==> config.mk <==
export PLATFORM = sky130hd
export DESIGN_NAME = tsrc_cell
export DESIGN_NICKNAME = d
export VERILOG_FILES = /design/src/hdl/tsrc_pkg.sv /design/src/hdl/tsrc_cell.sv
export SDC_FILE = /design/constraint.sdc
export NUM_CORES = 1
export LEC_CHECK = 0
export BUFFER_PORTS_ARGS = -buffer_cell sky130_fd_sc_hd__buf_2
export CAP_MARGIN = 20
export CORE_AREA = 2 2 136 138
export CTS_CLUSTER_SIZE = 20
export DETAILED_ROUTE_END_ITERATION = 6
export DIE_AREA = 0 0 138 140
export SLEW_MARGIN = 20
export SYNTH_ARGS = -nofsm -noshare
export SYNTH_HDL_FRONTEND = slang
export SYNTH_SLANG_ARGS = --single-unit
==> constraint.sdc <==
create_clock -name clk -period 2.6 [get_ports clk]
set_input_delay 0.52 -clock clk [delete_from_list [all_inputs] [get_ports clk]]
set_output_delay 0.52 -clock clk [all_outputs]
set_load 0.05 [all_outputs]
==> src/hdl/tsrc_pkg.sv <==
`timescale 1ns / 1ps
// ----------------------------------------------------------------------------
// tsrc_pkg: shared types and constants for the texture slot request cache
// Slot phases, cell commands, size class table and sequencer states.
// ----------------------------------------------------------------------------
package tsrc_pkg;

	localparam int CLASS0_SLOTS = 16;
	localparam int CLASS1_SLOTS = 24;
	localparam int CLASS2_SLOTS = 8;
	localparam int CLASS3_SLOTS = 2;
	localparam int TAG_BITS     = 64;
	localparam int NCLASS       = 4;
	localparam int NSLOTS       = CLASS0_SLOTS + CLASS1_SLOTS + CLASS2_SLOTS + CLASS3_SLOTS;
	localparam int SLOT_W       = 6;

	localparam logic [8:0] CLS_W [NCLASS] = '{9'd32, 9'd128, 9'd128, 9'd256};
	localparam logic [8:0] CLS_H [NCLASS] = '{9'd64, 9'd64, 9'd128, 9'd256};
	localparam logic [SLOT_W-1:0] CLS_N [NCLASS] = '{
		SLOT_W'(CLASS0_SLOTS), SLOT_W'(CLASS1_SLOTS),
		SLOT_W'(CLASS2_SLOTS), SLOT_W'(CLASS3_SLOTS)};
	localparam logic [SLOT_W-1:0] CLS_FIRST [NCLASS] = '{
		SLOT_W'(0), SLOT_W'(CLASS0_SLOTS),
		SLOT_W'(CLASS0_SLOTS + CLASS1_SLOTS),
		SLOT_W'(CLASS0_SLOTS + CLASS1_SLOTS + CLASS2_SLOTS)};

	// operation codes
	localparam logic [2:0] OP_REQUEST  = 3'd0;
	localparam logic [2:0] OP_TICK     = 3'd1;
	localparam logic [2:0] OP_TAKE     = 3'd2;
	localparam logic [2:0] OP_COMPLETE = 3'd3;
	localparam logic [2:0] OP_CLEAR    = 3'd4;

	// fetch status codes
	localparam logic [1:0] FS_OK      = 2'd0;
	localparam logic [1:0] FS_MISSING = 2'd1;

	// register indexes
	localparam logic REG_RUNNING = 1'b0;
	localparam logic REG_KEEP    = 1'b1;

	typedef enum logic [2:0] {
		PH_FREE, PH_WANTED, PH_RUNNING, PH_READY, PH_NONE
	} phase_t;

	typedef enum logic [2:0] {
		CMD_NONE, CMD_CLAIM, CMD_TOUCH, CMD_RUN, CMD_FINISH, CMD_CLEAR
	} cmd_kind_t;

	typedef enum logic [2:0] {
		S_IDLE, S_REQ_SCAN, S_REQ_FIN, S_TAKE_SCAN, S_TAKE_FIN
	} seq_state_t;

	typedef struct packed {
		cmd_kind_t             kind;
		logic [TAG_BITS-1:0]   tag;
		logic [11:0]           want_w;
		logic [11:0]           want_h;
		logic [1:0]            status;
		logic [8:0]            got_w;
		logic [8:0]            got_h;
		logic [31:0]           frame;
		logic [31:0]           order;
	} cell_cmd_t;

	typedef struct packed {
		phase_t                phase;
		logic [TAG_BITS-1:0]   tag;
		logic [11:0]           want_w;
		logic [11:0]           want_h;
		logic [8:0]            got_w;
		logic [8:0]            got_h;
		logic [31:0]           asked;
		logic [31:0]           order;
	} cell_view_t;

	typedef struct packed {
		logic        ready_res;
		logic        waiting;
		logic        dispatched;
		logic [5:0]  slot;
		logic [63:0] tag_out;
		logic [11:0] width;
		logic [11:0] height;
		logic [8:0]  tex_w;
		logic [8:0]  tex_h;
	} result_t;

	function automatic logic [1:0] slot_class(input logic [SLOT_W-1:0] idx);
		logic [1:0] c;
		c = 2'd0;
		for (int k = 1; k < NCLASS; k++)
			if (idx >= CLS_FIRST[k]) c = 2'(k);
		return c;
	endfunction

endpackage

==> src/hdl/tsrc_cell.sv <==
`timescale 1ns / 1ps
// ----------------------------------------------------------------------------
// tsrc_cell: one texture slot
// Holds the phase, tag, sizes and stamps of a slot; applies broadcast commands.
// ----------------------------------------------------------------------------
module tsrc_cell (
	input  logic                 clk,
	input  logic                 arst_n,
	input  logic                 sel,
	input  tsrc_pkg::cell_cmd_t  cmd,
	output tsrc_pkg::cell_view_t view
);

	tsrc_pkg::phase_t                    phase_q;
	logic [tsrc_pkg::TAG_BITS-1:0]       tag_q;
	logic [11:0]                         want_w_q, want_h_q;
	logic [8:0]                          got_w_q, got_h_q;
	logic [31:0]                         asked_q, order_q;

	always_ff @(posedge clk or negedge arst_n) begin
		if (!arst_n) begin
			phase_q <= tsrc_pkg::PH_FREE;
		end else begin
			case (cmd.kind)
				tsrc_pkg::CMD_CLAIM: begin
					if (sel) phase_q <= tsrc_pkg::PH_WANTED;
				end
				tsrc_pkg::CMD_RUN: begin
					if (sel) phase_q <= tsrc_pkg::PH_RUNNING;
				end
				tsrc_pkg::CMD_FINISH: begin
					if (sel && phase_q == tsrc_pkg::PH_RUNNING) begin
						if (cmd.status == tsrc_pkg::FS_OK && cmd.got_w != 9'd0)
							phase_q <= tsrc_pkg::PH_READY;
						else if (cmd.status == tsrc_pkg::FS_MISSING)
							phase_q <= tsrc_pkg::PH_NONE;
						else
							phase_q <= tsrc_pkg::PH_FREE;
					end
				end
				tsrc_pkg::CMD_CLEAR: begin
					if (phase_q != tsrc_pkg::PH_RUNNING) phase_q <= tsrc_pkg::PH_FREE;
				end
				default: ;
			endcase
		end
	end

	// payload, no reset needed: only read once the slot has been claimed
	always_ff @(posedge clk) begin
		if (sel) begin
			case (cmd.kind)
				tsrc_pkg::CMD_CLAIM: begin
					tag_q    <= cmd.tag;
					want_w_q <= cmd.want_w;
					want_h_q <= cmd.want_h;
					got_w_q  <= 9'd0;
					got_h_q  <= 9'd0;
					order_q  <= cmd.order;
					asked_q  <= cmd.frame;
				end
				tsrc_pkg::CMD_TOUCH: begin
					asked_q <= cmd.frame;
				end
				tsrc_pkg::CMD_FINISH: begin
					if (phase_q == tsrc_pkg::PH_RUNNING) begin
						got_w_q <= cmd.got_w;
						got_h_q <= cmd.got_h;
					end
				end
				default: ;
			endcase
		end
	end

	assign view = '{phase: phase_q, tag: tag_q, want_w: want_w_q, want_h: want_h_q,
		got_w: got_w_q, got_h: got_h_q, asked: asked_q, order: order_q};

endmodule
### Word level (Yosys, flattened, before mapping)

Cells that the tools add are included.

* register bits: 173
* bits in latches: 0
* RAM bits: 0
* memory bits (read-only): 0
* bits of input ports: 178
* output and inout bits: 173
* word-level logic and storage cells: 43
* memories: 0

* add/subtract/negate cells: 0
* multipliers: 0
* div/mod/pow operators: 0
* order comparisons: 0
* equality and inequality tests: 13
* shift operators: 0
* muxes and demuxes: 11
* bitwise gates (word level): 0
* reductions and logical operators: 11

Operators with widths (count)
* $pmux W9 S2: 2
* $mux W3: 6
* $mux W9: 2
* $pmux W3 S4: 1
* $ne A2 B2 Y1 const B: 5
* $eq A3 B2 Y1 const B: 3
* $reduce_bool A9 Y1: 1
* $eq A3 B3 Y1 const B: 2
* $reduce_and A5 Y1: 1
* $reduce_and A2 Y1: 2
* $reduce_bool A4 Y1: 1
* $eq A3 B1 Y1 const B: 1
* $ne A3 B2 Y1 const B: 1
* $reduce_and A3 Y1: 1
* $eq A2 B1 Y1 const B: 1
* $logic_and A1 B1 Y1: 2
* $logic_not A2 Y1: 1
* $reduce_bool A2 Y1: 1
* $reduce_or A2 Y1: 1

### Depth between registers and ports, before layout

* word-level depth: 5
* mapped depth: 4
* gate-level depth less buffers: 4

### Worst setup path after synthesis

No wires, ideal clock.

* path type: input to register
* start point: input port cmd[172] (netlist bit)
* end point: register order_q[0], enable pin
* setup time: 600 ps
* arrival time: 5760 ps
* data required time: 2000 ps
* slack: -3760 ps
* stages: 2
* path buffers: 0
* path through: or2b_1 nor2_1

* word-level cells in the longest chain between the ends: 2

RTL lines
* from (decl): RTL line tsrc_cell.sv:10 `input tsrc_pkg::cell_cmd_t cmd,`
* $eq A3 B1 Y1: RTL line tsrc_cell.sv:52 `case (cmd.kind)`
* $reduce_and A2 Y1 (no line)
* to (signal assigned): RTL line tsrc_cell.sv:59 `order_q <= cmd.order;`
* to (decl): RTL line tsrc_cell.sv:18 `logic [31:0] asked_q, order_q;`

No other way between the ends.
A chain may end at the register's enable or synchronous reset.

### Worst setup path after layout

* start point: register phase_q[0]
* end point: register got_h_q[2], enable pin

* word-level cells in the longest chain between the ends: 3

RTL lines
* from (decl): RTL line tsrc_cell.sv:14 `tsrc_pkg::phase_t phase_q;`
* from (signal assigned): RTL line tsrc_cell.sv:22 `phase_q <= tsrc_pkg::PH_FREE;`
* from (signal assigned): RTL line tsrc_cell.sv:26 `if (sel) phase_q <= tsrc_pkg::PH_WANTED;`
* from (signal assigned): RTL line tsrc_cell.sv:29 `if (sel) phase_q <= tsrc_pkg::PH_RUNNING;`
* $eq A3 B2 Y1: RTL line tsrc_cell.sv:66 `if (phase_q == tsrc_pkg::PH_RUNNING) begin`
* $ne A2 B2 Y1 (no line)
* $reduce_and A3 Y1 (no line)
* to (signal assigned): RTL line tsrc_cell.sv:68 `got_h_q <= cmd.got_h;`
* to (decl): RTL line tsrc_cell.sv:17 `logic [8:0] got_w_q, got_h_q;`

No other way between the ends.

==> flow_summary_export.csv <==
group,metric,value,unit
timing,setup_viol,0,
floorplanning,chipHeight,140,µm
detailed_routing,drtIter0Drc,116,
global_routing,antenna_found_initial,1,
worst_setup_path,timing.rr.end,"got_h_q[2]$_SDFFCE_PN0P_",
power_and_ir_drop,peakVddDrop,0.413,mV
worst_hold_path,hold_class,"in -> reg",
cts,cts-buffers-inserted,17,
placed_design,port_buffers,350,
logic_synthesis,synth_flop_cell,"edfxtp_1",
floorplanning,start_util,30.9,%
logic_synthesis,syn_inst,221,
logic_synthesis,yosysTopAreaCellShare,92.9,%
timing,min_period_over_period,63.2,%
logic_synthesis,ys_seq_elements,173,
worst_setup_path,ff2ff_path_depth,4,
timing,finClkSkew,0.00675,ns
power_and_ir_drop,leakagePower,3.48,nW
cts,post_cts_buffers,0,
worst_setup_path,start_kind,"flop",
worst_setup_path,rrSetupSlack,0.96,ns
timing,slew_headroom,62.2,%
worst_setup_path,crit_arrival,1.75,ns
cts,cts_tree,"yes",
timing,slew_violations,0,
detailed_routing,dr.pass1.iters,4,
placed_design,place.gp.congestion,0.809,
worst_setup_path,critPathLaunch,"phase_q[0]$_DFFE_PN0P_",
logic_synthesis,yosys_warnings,0,
detailed_routing,antenna_left,0,
logic_synthesis,synth_most_common_cell,"edfxtp_1",
cts,cts.clk_slew.worst_paths,0.07,ns
worst_setup_path,end_kind,"flop",
worst_setup_path,crit_end,"got_h_q[2]$_SDFFCE_PN0P_",
cells_and_area,antenna_cells,0,
detailed_routing,avgRoutedWirePerCell,16.4,µm
worst_setup_path,path_class,"reg -> reg",
global_routing,grt_first_pass_wirelength,20.6,mm
logic_synthesis,ys_seq_area_share,94.2,%
cells_and_area,fin_util,46.6,%
power_and_ir_drop,p_seq_share,50.8,%
cts,cts_root_buffer,"clkbuf_16",
global_routing,grt_max_degree,33,
cts,cts.path.max_buffers,2,
timing,timing.fmax,608,MHz
global_routing,grt.total_usage,14.1,%
timing,worst_slack,0.956,ns
logic_synthesis,yosys-top-cells-count,"edfxtp_1 (170), and2_1 (18), nor2_1 (4)",
cts,clock-sinks,173,
logic_synthesis,avgSynthCellArea,24.9,µm²
logic_synthesis,synth_fp_nets,399,
cells_and_area,final_layout_size_suffix_gt1_share,64.9,%
detailed_routing,vias,3558,
placed_design,dpl.hpwl,11.2,mm
placed_design,preCtsSetupSlack,0.529,ns
outcome,outcome,"complete, no violations",
detailed_routing,wl,13.9,mm
floorplanning,ios,351,
logic_synthesis,synth_edf_count,170,
worst_setup_path,r2r-start,"phase_q[0]$_DFFE_PN0P_",
timing,rsz0062_at_grt,"no",
power_and_ir_drop,switching_share,25.2,%
run,maxCapViolCount,0,
cts,cts-hold-fix-buffers,1,
power_and_ir_drop,p_int,4.72,mW
global_routing,grt_overflow,0,
logic_synthesis,yosysTopAreaCell,"edfxtp_1",
power_and_ir_drop,p_clk_share,38.8,%
worst_setup_path,worstPathRequired,2.70,ns
floorplanning,core,17800,µm²
detailed_routing,vias_per_cell,4.21,
timing,fin_crit,1.64,ns
floorplanning,dieArea,19300,µm²
floorplanning,rows,49,
logic_synthesis,yosysUniqueCellTypes,22,
power_and_ir_drop,switchingPower,1.59,mW
cells_and_area,area_growth,50.7,%
detailed_routing,drc,0,
cts,h-tree-depth,4,
logic_synthesis,ys_top_cells_by_area,"edfxtp_1 (93%), and2_1 (2.0%), dfrtp_1 (1.4%)",
cts,clk_latency,0.42,ns
logic_synthesis,synthesis.area,5500,µm²
cts,cts_resized,0,
power_and_ir_drop,p_comb_share,10.4,%
floorplanning,fp.dieW,138,µm
worst_setup_path,crit_fanout,18,
cells_and_area,nets,781,
timing,worstMarginPinSlew,0.566,ns
global_routing,grt_pass1_vias,3851,
timing,hold_viol_final,0,
power_and_ir_drop,powerDensity,761,nW/µm²
logic_synthesis,ys_async_sr_fraction,1.73,%
## layer usage
metal | vias to the layer above | wire length, µm | share of wire, % | global-route usage [%]
met5 | - | 0 | 0 | 0
met4 | 0 | 264 | 1.9 | 5.53
met3 | 20 | 1350 | 9.7 | 6.67
met2 | 211 | 7400 | 53 | 25.4
met1 | 1693 | 4870 | 35 | 14.0
li1 | 1634 | - | - | -
## layout make-up
cell class	count	area [µm²]
clock buffer	18	429
clock inverter	14	154
fill	1611	9500
inverter	2	7.51
multi-input combinational	45	329
sequential	173	5180
tap	229	287
timing repair buffer	364	1900
## cell usage in the layout, fill, tap and decap left out
cell / n
edfxtp_1: 170
inv_1: 2
or4b_4: 1
dfrtp_1: 3
nor2_1: 3
and2_1: 18
xnor2_1: 1
nor2_4: 1
mux2_1: 1
buf_2: 350
mux2_2: 1
o21ai_2: 1
nor3b_4: 1
dlygate4sd3_1: 1
buf_4: 10
nand2_1: 2
clkinv_8: 1
a21oi_2: 1
or2b_1: 1
inv_6: 3
bufinv_16: 1
nor4_1: 1
mux2i_1: 2
a311oi_2: 1
clkinv_4: 2
nor2b_1: 2
clkbuf_1: 1
buf_12: 3
nand2b_1: 3
nand3b_1: 1
nor3_1: 1
a21oi_1: 1
clkbuf_16: 17
nor3b_1: 1
clkinvlp_4: 2
inv_8: 4
clkinv_1: 1
## registers in the layout, summed over array words and instances, names as in the netlist
register	cells
asked_q	32
want_h_q	12
want_w_q	12
tag_q	64
phase_q	3
got_h_q	9
order_q	32
got_w_q	9
## logic make-up (layout without fill, tap and decap cells)
family | after synthesis | count (layout) | synth area share (%)
buffers and inverters | 3 | 398 | 0.205
DFF | 173 | 173 | 94.2
xor gates and xnor gates | 1 | 1 | 0.159
and+or+nand+nor | 36 | 36 | 4.03
muxes | 4 | 4 | 0.774
AOI/OAI and AO/OA | 4 | 4 | 0.614
## worst max-delay path: stages (launching register included)
cell      delay, ns
dfrtp_1        0.40
nor3b_1        0.34
nand3b_1       0.16
a21oi_2        0.16
buf_4          0.26
## power by group through the flow
stage          Clock, mW  Combinational (mW)  Sequential (mW)
6_report            2.45               0.657             3.20
5_1_grt             2.65               0.688             3.21
4_1_cts             2.53               0.665             3.20
3_5_place_dp           0               0.663             3.26
3_3_place_gp           0               0.655             3.26
2_1_floorplan          0              0.0506             3.61
## worst min path at each step
stage / start / endpoint / slack [ns] / cells past startpoint
2_1_floorplan: arst_n / phase_q[0]$_DFFE_PN0P_ / 0.22 / 0
4_1_cts: cmd[50] / asked_q[18]$_DFFE_PP_ / 0.24 / 1
6_report: cmd[33] / asked_q[1]$_DFFE_PP_ / 0.27 / 1
5_1_grt: cmd[50] / asked_q[18]$_DFFE_PP_ / 0.23 / 1
3_3_place_gp: arst_n / phase_q[2]$_DFFE_PN0P_ / 0.33 / 1
3_5_place_dp: arst_n / phase_q[2]$_DFFE_PN0P_ / 0.33 / 1
## through the flow
| stage | instances | total power, mW | cell area (µm²) | TNS, ns | hold slack (ns) |
|---|---|---|---|---|---|
| floorplan | 221 | 3.66 | 5510 | -45.04 | 0.224 |
| global placement | 812 | 3.91 | 7690 | 0 | 0.327 |
| detailed placement | 812 | 3.92 | 7690 | 0 | 0.325 |
| CTS | 845 | 6.40 | 8280 | 0 | 0.237 |
| global route | 845 | 6.54 | 8280 | 0 | 0.234 |
| finish | 845 | 6.30 | 8280 | 0 | 0.271 |
(Power assumes the default switching activity.)
